<file path="config.mk">
export PLATFORM = sky130hd
export DESIGN_NAME = ils_cell
export DESIGN_NICKNAME = d
export VERILOG_FILES = /design/src/hw/rtl/indexed_list_store_macros.svh /design/src/hw/rtl/ils_pkg.sv /design/src/hw/rtl/ils_cell.sv
export SDC_FILE = /design/constraint.sdc
export NUM_CORES = 1
export LEC_CHECK = 0
export BUFFER_PORTS_ARGS = -buffer_cell sky130_fd_sc_hd__buf_2
export CELL_PAD_IN_SITES_DETAIL_PLACEMENT = 0
export CELL_PAD_IN_SITES_GLOBAL_PLACEMENT = 1
export CORE_MARGIN = 2
export CORE_UTILIZATION = 25
export CTS_CLUSTER_DIAMETER = 200
export DETAILED_ROUTE_END_ITERATION = 16
export GPL_ROUTABILITY_DRIVEN = 0
export PLACE_DENSITY = 0.81
export REMOVE_ABC_BUFFERS = 1
export SLEW_MARGIN = 0
export SYNTH_ARGS = -nofsm -noshare
export SYNTH_HDL_FRONTEND = slang
export SYNTH_SLANG_ARGS = --single-unit
export TNS_END_PERCENT = 10
</file>
<file path="constraint.sdc">
create_clock -name clk -period 3.1 [get_ports clk]
set_input_delay 0.155 -clock clk [delete_from_list [all_inputs] [get_ports clk]]
set_output_delay 0.155 -clock clk [all_outputs]
set_load 0.005 [all_outputs]
</file>
<file path="src/hw/rtl/indexed_list_store_macros.svh">
// Assertion macros for the indexed list store RTL.
`ifndef INDEXED_LIST_STORE_MACROS_SVH
`define INDEXED_LIST_STORE_MACROS_SVH

// Same-cycle implication, sampled on clk, off while rst_n is low.
`define ILS_ASSERT_NOW(label, pre, post, msg) \
    label: assert property (@(posedge clk) disable iff (!rst_n) (pre) |-> (post)) \
        else $error(msg);

// Next-cycle implication, sampled on clk, off while rst_n is low.
`define ILS_ASSERT_NEXT(label, pre, post, msg) \
    label: assert property (@(posedge clk) disable iff (!rst_n) (pre) |=> (post)) \
        else $error(msg);

`endif

</file>
<file path="src/hw/rtl/ils_pkg.sv">
// Types, codes and elaboration helpers for the indexed list store.
package ils_pkg;

    // Request kinds
    typedef enum logic [2:0] {
        KIND_GET    = 3'd0,
        KIND_SET    = 3'd1,
        KIND_APPEND = 3'd2,
        KIND_POP    = 3'd3,
        KIND_INSERT = 3'd4,
        KIND_REMOVE = 3'd5
    } kind_t;

    // Response status codes
    typedef enum logic [1:0] {
        ST_OK    = 2'd0,
        ST_RANGE = 2'd1,
        ST_FULL  = 2'd2
    } status_t;

    // Per-cell update command
    typedef enum logic [1:0] {
        CELL_HOLD   = 2'd0,
        CELL_WRITE  = 2'd1,
        CELL_INSERT = 2'd2,
        CELL_REMOVE = 2'd3
    } cell_op_t;

    typedef struct packed {
        cell_op_t op;
        logic     rd;
    } cell_cmd_t;

    // Control sequencer states
    typedef enum logic [1:0] {
        ILS_IDLE = 2'd0,
        ILS_WALK = 2'd1,
        ILS_DONE = 2'd2
    } state_t;

    typedef struct packed {
        logic [2:0]  kind;
        logic [7:0]  index;
        logic [31:0] item;
    } req_t;

    typedef struct packed {
        logic [31:0] value;
        logic [8:0]  count;
        logic [1:0]  status;
    } rsp_t;

    // Read tree fan-in per node
    localparam int ILS_FANIN     = 8;
    localparam int ILS_FANIN_LOG = 3;

    // Nodes at a tree level; level 0 is the leaf row.
    function automatic int tree_width(input int leaves, input int lvl);
        int w;
        w = leaves;
        for (int k = 0; k < lvl; k++) begin
            w = (w + ILS_FANIN - 1) >> ILS_FANIN_LOG;
        end
        return w;
    endfunction

    // Registered levels needed to reduce the leaf row to one node.
    function automatic int tree_levels(input int leaves);
        int lv;
        int w;
        lv = 1;
        w  = (leaves + ILS_FANIN - 1) >> ILS_FANIN_LOG;
        for (int k = 0; k < 8; k++) begin
            if (w > 1) begin
                w  = (w + ILS_FANIN - 1) >> ILS_FANIN_LOG;
                lv = lv + 1;
            end
        end
        return lv;
    endfunction

    // Position of the first node of a level in the flat node array.
    function automatic int tree_offset(input int leaves, input int lvl);
        int off;
        off = 0;
        for (int k = 1; k < lvl; k++) begin
            off = off + tree_width(leaves, k);
        end
        return off;
    endfunction

endpackage

</file>
<file path="src/hw/rtl/ils_cell.sv">
// One list slot: holds an entry and shifts with its neighbors.
module ils_cell #(
    parameter int POS   = 0,
    parameter int CNT_W = 9,
    parameter int WIDTH = 32
) (
    input  logic              clk,
    input  ils_pkg::cell_cmd_t cmd,
    input  logic [CNT_W-1:0]  wr_pos,
    input  logic [CNT_W-1:0]  end_pos,
    input  logic [CNT_W-1:0]  rd_pos,
    input  logic [WIDTH-1:0]  item,
    input  logic [WIDTH-1:0]  lower,
    input  logic [WIDTH-1:0]  upper,
    output logic [WIDTH-1:0]  data,
    output logic [WIDTH-1:0]  leaf
);

    localparam logic [CNT_W-1:0] MY_POS = CNT_W'(POS);

    logic [WIDTH-1:0] data_reg;
    logic [WIDTH-1:0] data_next;
    logic             at_wr;
    logic             above_wr;
    logic             below_end;
    logic             at_end;

    assign at_wr     = (MY_POS == wr_pos);
    assign above_wr  = (MY_POS > wr_pos);
    assign below_end = (MY_POS < end_pos);
    assign at_end    = (MY_POS == end_pos);

    always_comb
    begin
        case (cmd.op)
            ils_pkg::CELL_HOLD:
            begin
                data_next = data_reg;
            end
            ils_pkg::CELL_WRITE:
            begin
                data_next = at_wr ? item : data_reg;
            end
            ils_pkg::CELL_INSERT:
            begin
                // open a gap at wr_pos, take the lower neighbor up to end_pos
                if (at_wr)
                    data_next = item;
                else if (above_wr && (below_end || at_end))
                    data_next = lower;
                else
                    data_next = data_reg;
            end
            ils_pkg::CELL_REMOVE:
            begin
                // close the gap: slots from wr_pos up to just below end_pos take the upper neighbor
                data_next = ((at_wr || above_wr) && below_end) ? upper : data_reg;
            end
            default:
            begin
                data_next = data_reg;
            end
        endcase
    end

    always_ff @(posedge clk)
    begin
        data_reg <= data_next;
    end

    assign data = data_reg;
    assign leaf = (cmd.rd && (MY_POS == rd_pos)) ? data_reg : '0;

endmodule

</file>
==> summary.md, run 1 <==
| Metric | Value |
|---|---|
| Die width | 106.7 um |
| Grt total ovfl | 0 |
| First-pass GRT wire length | 13,850 um |
| Clock-pin transition on the worst setup and hold timing paths | 70 ps |
| Number of remaining DRC errors | 0 |
| Share of layout cells above drive strength 1 | 44.16% |
| Post-synth EDFFs | 32 |
| Cell Rows | 37 |
| Initial antenna violation count | 0 |
| Synth cell types | 26 |
| N_diodes | 0 |
| CP max FO | 96 |
| H-tree depth | 2 |
| CTS resizes | 0 |
| Critical Path RT | 3220 ps |
| Yosys warns | 0 |
| Root Driver | clkbuf_8 |
| Drt first pass iters | 4 |
| Syn Area/Cell | 8.587 um^2 |
| RSZ-0062 raised after global routing | false |
| Slew Viols, Final | 0 |
| Worst setup EP type | flip-flop |
| GRT Total Usage | 15.01% |
| Top FF cell, synth | edfxtp_1 |
| Worst hold stages | 2 |
| Commonest non-fill, non-tap cell in the layout | buf_2 |
| Routed via count | 3,112 |
| Final period util | 64.87% |
| CTS Sinks | 32 |
| Max reg flops | 32 |
| Wire per inst | 15.06 um |
| Critical path class | in2reg |
| Worst Tran Pin Value | 1142 ps |
| Fmax | 497.3 MHz |
| Drt total wl | 9140 um |
| Max VDD drop | 0.0001321 V |
| Most frequent cells in the layout | buf_2, a31oi_1, and2_1, edfxtp_1 |
| Slew Limit Headroom | 23.70% |
| Die area | 11,380 um^2 |
| Maximum root-to-sink buffer count | 2 |
| Async SR Flop Fraction | 0% |
| Fillers | 1,105 |
| Sequential cell area fraction in the yosys report | 36.45% |
| P_leak | 1.706 nW |
| Tot Pwr | 1.019 mW |
| Largest net degree at the start of global routing | 97 |
| I/O Buffers | 190 |
| FF+latch count, synth | 32 |
| CTS Buf Count | 5 |
| Post-Route Utilization | 36.34% |
| PD cells | 272.9 nW/um^2 |
| Final Net Count | 600 |
| Startpoint Class | primary input |
| Post-DP HPWL | 6177 um |
| Vert. Die Dim | 106.7 um |
| CP arrival | 2130 ps |
| Min Hold Slack | 200.6 ps |
| Min Tclk post-route | 2011 ps |
| Hold Fails Final Rpt | 0 |
| Via/cell ratio | 5.127 |
| Synthesized cell area | 2636 um^2 |
| Area growth, synth to finish | 41.67% |
| 1st-iter DRT viols | 138 |
| Detail Route Antenna Nets | 0 |
| Final setup violation count | 0 |
| Post-CTS Setup Repair Bufs | 0 |
| Hold_buf cts | 0 |
| Starting Density | 25.65% |
| Max-cap violations | 0 |
| Number of global-route vias before repair | 2,959 |
| Io pins | 191 |
| CTS tree | done |
| Status | finished, final reports clean |
| Post-Synthesis Cells | 307 |
| Core region area | 10,280 um^2 |
| Hold Path Class | in2reg |
[layer usage]
layer / track usage, % / wire (um) / vias up / part of all wire (%)
met3: 3.283 / 774 / 13 / 8.5
met5: 0 / 0 / - / 0
met1: 17.66 / 3754 / 1451 / 41
met2: 26.84 / 4455 / 162 / 49
met4: 5.195 / 155 / 0 / 1.7
li1: - / - / 1486 / -
[path summary, 6_finish.rpt]
check | startpoint | to | slack, ps
setup / recovery | cmd[2] | data[22] | 1090
hold / removal | item[18] | data[18] | 200
[where the power goes]
| part | switching (mW) | total [mW] | internal (mW) |
|---|---|---|---|
| combinational | 0.122 | 0.242 | 0.121 |
| sequential | 0.000278 | 0.482 | 0.482 |
| clock | 0.150 | 0.295 | 0.145 |
[Yosys cell counts (2+ instances only)]
library cell / n / area (um^2)
a31oi_1: 32 / 200.2
and2_1: 32 / 200.2
edfxtp_1: 32 / 960.9
a311o_1: 31 / 310.3
inv_1: 31 / 116.4
nand3_1: 31 / 155.2
nand3b_1: 31 / 232.7
o21ai_0: 31 / 155.2
clkbuf_1: 22 / 82.58
buf_2: 13 / 65.06
buf_4: 3 / 22.52
nor2b_1: 3 / 18.77
nor4_1: 2 / 12.51
[per-stage QoR]
stage	worst slack [ps]	area, um^2	setup TNS (ps)	std cells
2_1_floorplan	-1709	2466	-54730	269
3_3_place_gp	896.9	3666	0	602
3_5_place_dp	811.4	3666	0	602
4_1_cts	1115	3735	0	607
5_1_grt	937.7	3735	0	607
6_report	1089	3735	0	607
[kinds of logic after synthesis]
| logic type | Yosys count | share of synthesized area, % |
|---|---|---|
| compound gates | 97 | 26.15 |
| buf+inv | 69 | 10.87 |
| flops | 32 | 36.45 |
| simple gates | 109 | 26.53 |
[critical path: stages]
cell      delay [ps]
buf_2             90
buf_4            600
nor2b_4          870
nand2_1          120
o211ai_1         180
[cell type report]
| type | instances | area (um^2) | area share (%) |
|---|---|---|---|
| Tap cell | 136 | 170.2 | 4.556 |
| Clock buffer | 5 | 68.82 | 1.843 |
| Timing Repair Buffer | 197 | 1003 | 26.87 |
| Inverter | 31 | 116.4 | 3.116 |
| Multi-Input combinational cell | 206 | 1415 | 37.89 |
| Sequential cell | 32 | 960.9 | 25.73 |
Note: power is estimated with default switching activity, not from simulation.
==> run 2: changes to the inputs <==
clock period = 1.75 ns   (was 3.1 ns; I/O delays follow)
==> run 2 against run 1 <==
Combinational power increased by 81%. Flip-flop and latch count unchanged. Highest routed layer unchanged. Largest power group unchanged. Power grew 77%. Critical endpoint is now data[11]. Critical path depth rose by 1.
==> summary.md, run 2 (same netlist as run 1, synthesis figures left out) <==
| Metric | Value |
|---|---|
| Pre-CTS setup slack | -79.27 ps (-890.6 ps) |
| Critical path class | in2reg |
| HP Start | item[26] |
| Post-DP HPWL | 6728 um (+8.9%) |
| CTS Sinks | 32 (unchanged) |
| Drt total wl | 8572 um (-6.2%) |
| Hold_buf cts | 0 (unchanged) |
| Die area | 11,380 um^2 (unchanged) |
| Final setup violation count | 0 (unchanged) |
| Tot Pwr | 1.806 mW (+77%) |
| Drt first pass iters | 5 (+1) |
| GRT Total Usage | 14.11% (-0.91 points) |
| P_leak | 1.768 nW (+3.6%) |
| Worst Tran Pin Value | 781.2 ps (-360.5 ps) |
| Cell Rows | 37 (unchanged) |
| Max-cap violations | 0 (unchanged) |
| Grt total ovfl | 0 (unchanged) |
| Number of global-route vias before repair | 2,689 (-9.1%) |
| Worst hold stages | 2 (unchanged) |
| Post-CTS Setup Repair Bufs | 0 (unchanged) |
| Slew Viols, Final | 0 (unchanged) |
| Placed cell areas | 3789 um^2 (+3.3%) |
| Clock-pin transition on the worst setup and hold timing paths | 70 ps (about the same) |
| CTS Buf Count | 5 (unchanged) |
| Die width | 106.7 um (unchanged) |
| Final period util | 88.86% |
| Area of the multi-input gates | 1415 um^2 (unchanged) |
| Hold EP | data[26] |
| CTS resizes | 0 (unchanged) |
| H-tree depth | 2 (unchanged) |
| Fmax | 643.1 MHz |
| I/O Buffers | 190 (unchanged) |
| Io pins | 191 (unchanged) |
| Hold Path Class | in2reg |
| Wire length on met3 | 668 um (-14%) |
| Pint | 1.342 mW (+80%) |
| CP Launch Point | end_pos[6] |
| Via/cell ratio | 4.874 (-4.9%) |
| Min Hold Slack | 140.0 ps (-60.57 ps) |
| Max VDD drop | 0.0002200 V (+67%) |
| Routed via count | 3,007 (-3.4%) |
| NetSw | 0.4639 mW (+70%) |
| Slew Limit Headroom | 47.81% (+24 points) |
| Hold Fails Final Rpt | 0 (unchanged) |
| Top Layer Used | met4 |
| PD cells | 467.2 nW/um^2 (+71%) |
| Clock share of power | 28.5% (-0.4 points) |
| Core region area | 10,280 um^2 (unchanged) |
| Design area | 3865 um^2 (+3.5%) |
| First-pass GRT wire length | 13,050 um (-5.7%) |
| Initial antenna violation count | 0 (unchanged) |
| RSZ-0062 raised after global routing | false |
| Share of layout cells above drive strength 1 | 44.91% (+0.75 points) |
| Status | finished, final reports clean |
| Setup ws final | 194.9 ps (-894.3 ps) |
| 1st-iter DRT viols | 112 (-19%) |
| CP arrival | 1590 ps (-540 ps) |
| Logic gate share of total power | 24.2% (+0.4 points) |
| Most frequent cells in the layout | buf_2, a31oi_1, and2_1, edfxtp_1 |
| Worst setup EP type | flip-flop |
| Starting Density | 25.65% (unchanged) |
| Max reg flops | 32 (unchanged) |
| Startpoint Class | primary input |
| Commonest non-fill, non-tap cell in the layout | buf_2 |
| Fillers | 1,070 (-3.2%) |
| Placed instance count | 610 (+1.3%) |
| Reg power frac | 47.3% (about the same) |
| Met2 wire len | 4195 um (-5.8%) |
| CTS tree | done |
| CP max FO | 16 (-83%) |
| Critical Path RT | 1790 ps (-1430 ps) |
| Largest net degree at the start of global routing | 67 (-31%) |
| Maximum root-to-sink buffer count | 2 (unchanged) |
| Register Area | 960.9 um^2 (unchanged) |
| Root Driver | clkbuf_8 |
| Wire per inst | 13.89 um (-7.7%) |
| Detail Route Antenna Nets | 0 (unchanged) |
| Number of remaining DRC errors | 0 (unchanged) |
| Setup_tns | 0 ps (unchanged) |
| Vert. Die Dim | 106.7 um (unchanged) |
| Sw frac | 25.69% (-1.0 points) |
| Layout Cells excl Fill | 617 (+1.6%) |
| Final Net Count | 608 (+1.3%) |
| Area growth, synth to finish | 46.61% |
| DRT met1 WL | 3661 um (-2.5%) |
| Min Tclk post-route | 1555 ps |
| N_diodes | 0 (unchanged) |
| Post-Route Utilization | 37.61% (+1.3 points) |
[run 2: cell types whose count changed in the layout (fill, tap and decap cells not counted), sizes merged]
cell and delta:
buf +8, clkinv +2
[run 2: metal layers]
metal  vias up  track usage, %
met5         -               0
met4         0           2.968
met3         6           3.161
met2       133           24.84
met1      1364           17.64
li1       1504               -
[run 2: worst max-delay path, stage by stage]
cell	delay, ps
buf_2	90
or4b_2	660
o41ai_1	320
buf_4	190
a21boi_4	70
buf_12	160
[run 2: layout make-up]
type | instances | share of cell area [%]
well taps | 136 | 4.403
multi-input cells | 206 | 36.61
inverters | 31 | 3.011
flip-flops and latches | 32 | 24.86
clock inverters | 2 | 0.1942
repair buffers | 205 | 29.14
clock buffers | 5 | 1.781
[run 2: power groups by stage]
stage          sequential [mW]  clock, mW  combinational (mW)
6_report                 0.854      0.515               0.437
5_1_grt                  0.853      0.569               0.486
4_1_cts                  0.853      0.546               0.439
3_5_place_dp             0.870          0               0.437
3_3_place_gp             0.870          0               0.429
2_1_floorplan            0.870          0               0.176
[run 2: how the worst max path moves through the flow]
stage | endpoint | slack [ps] | cells past startpoint
floorplan | data[0] | -2990 | 3
global placement | data[5] | -70 | 6
detailed placement | data[11] | -80 | 6
CTS | data[5] | 200 | 6
global route | data[29] | 180 | 6
finish | data[11] | 190 | 6
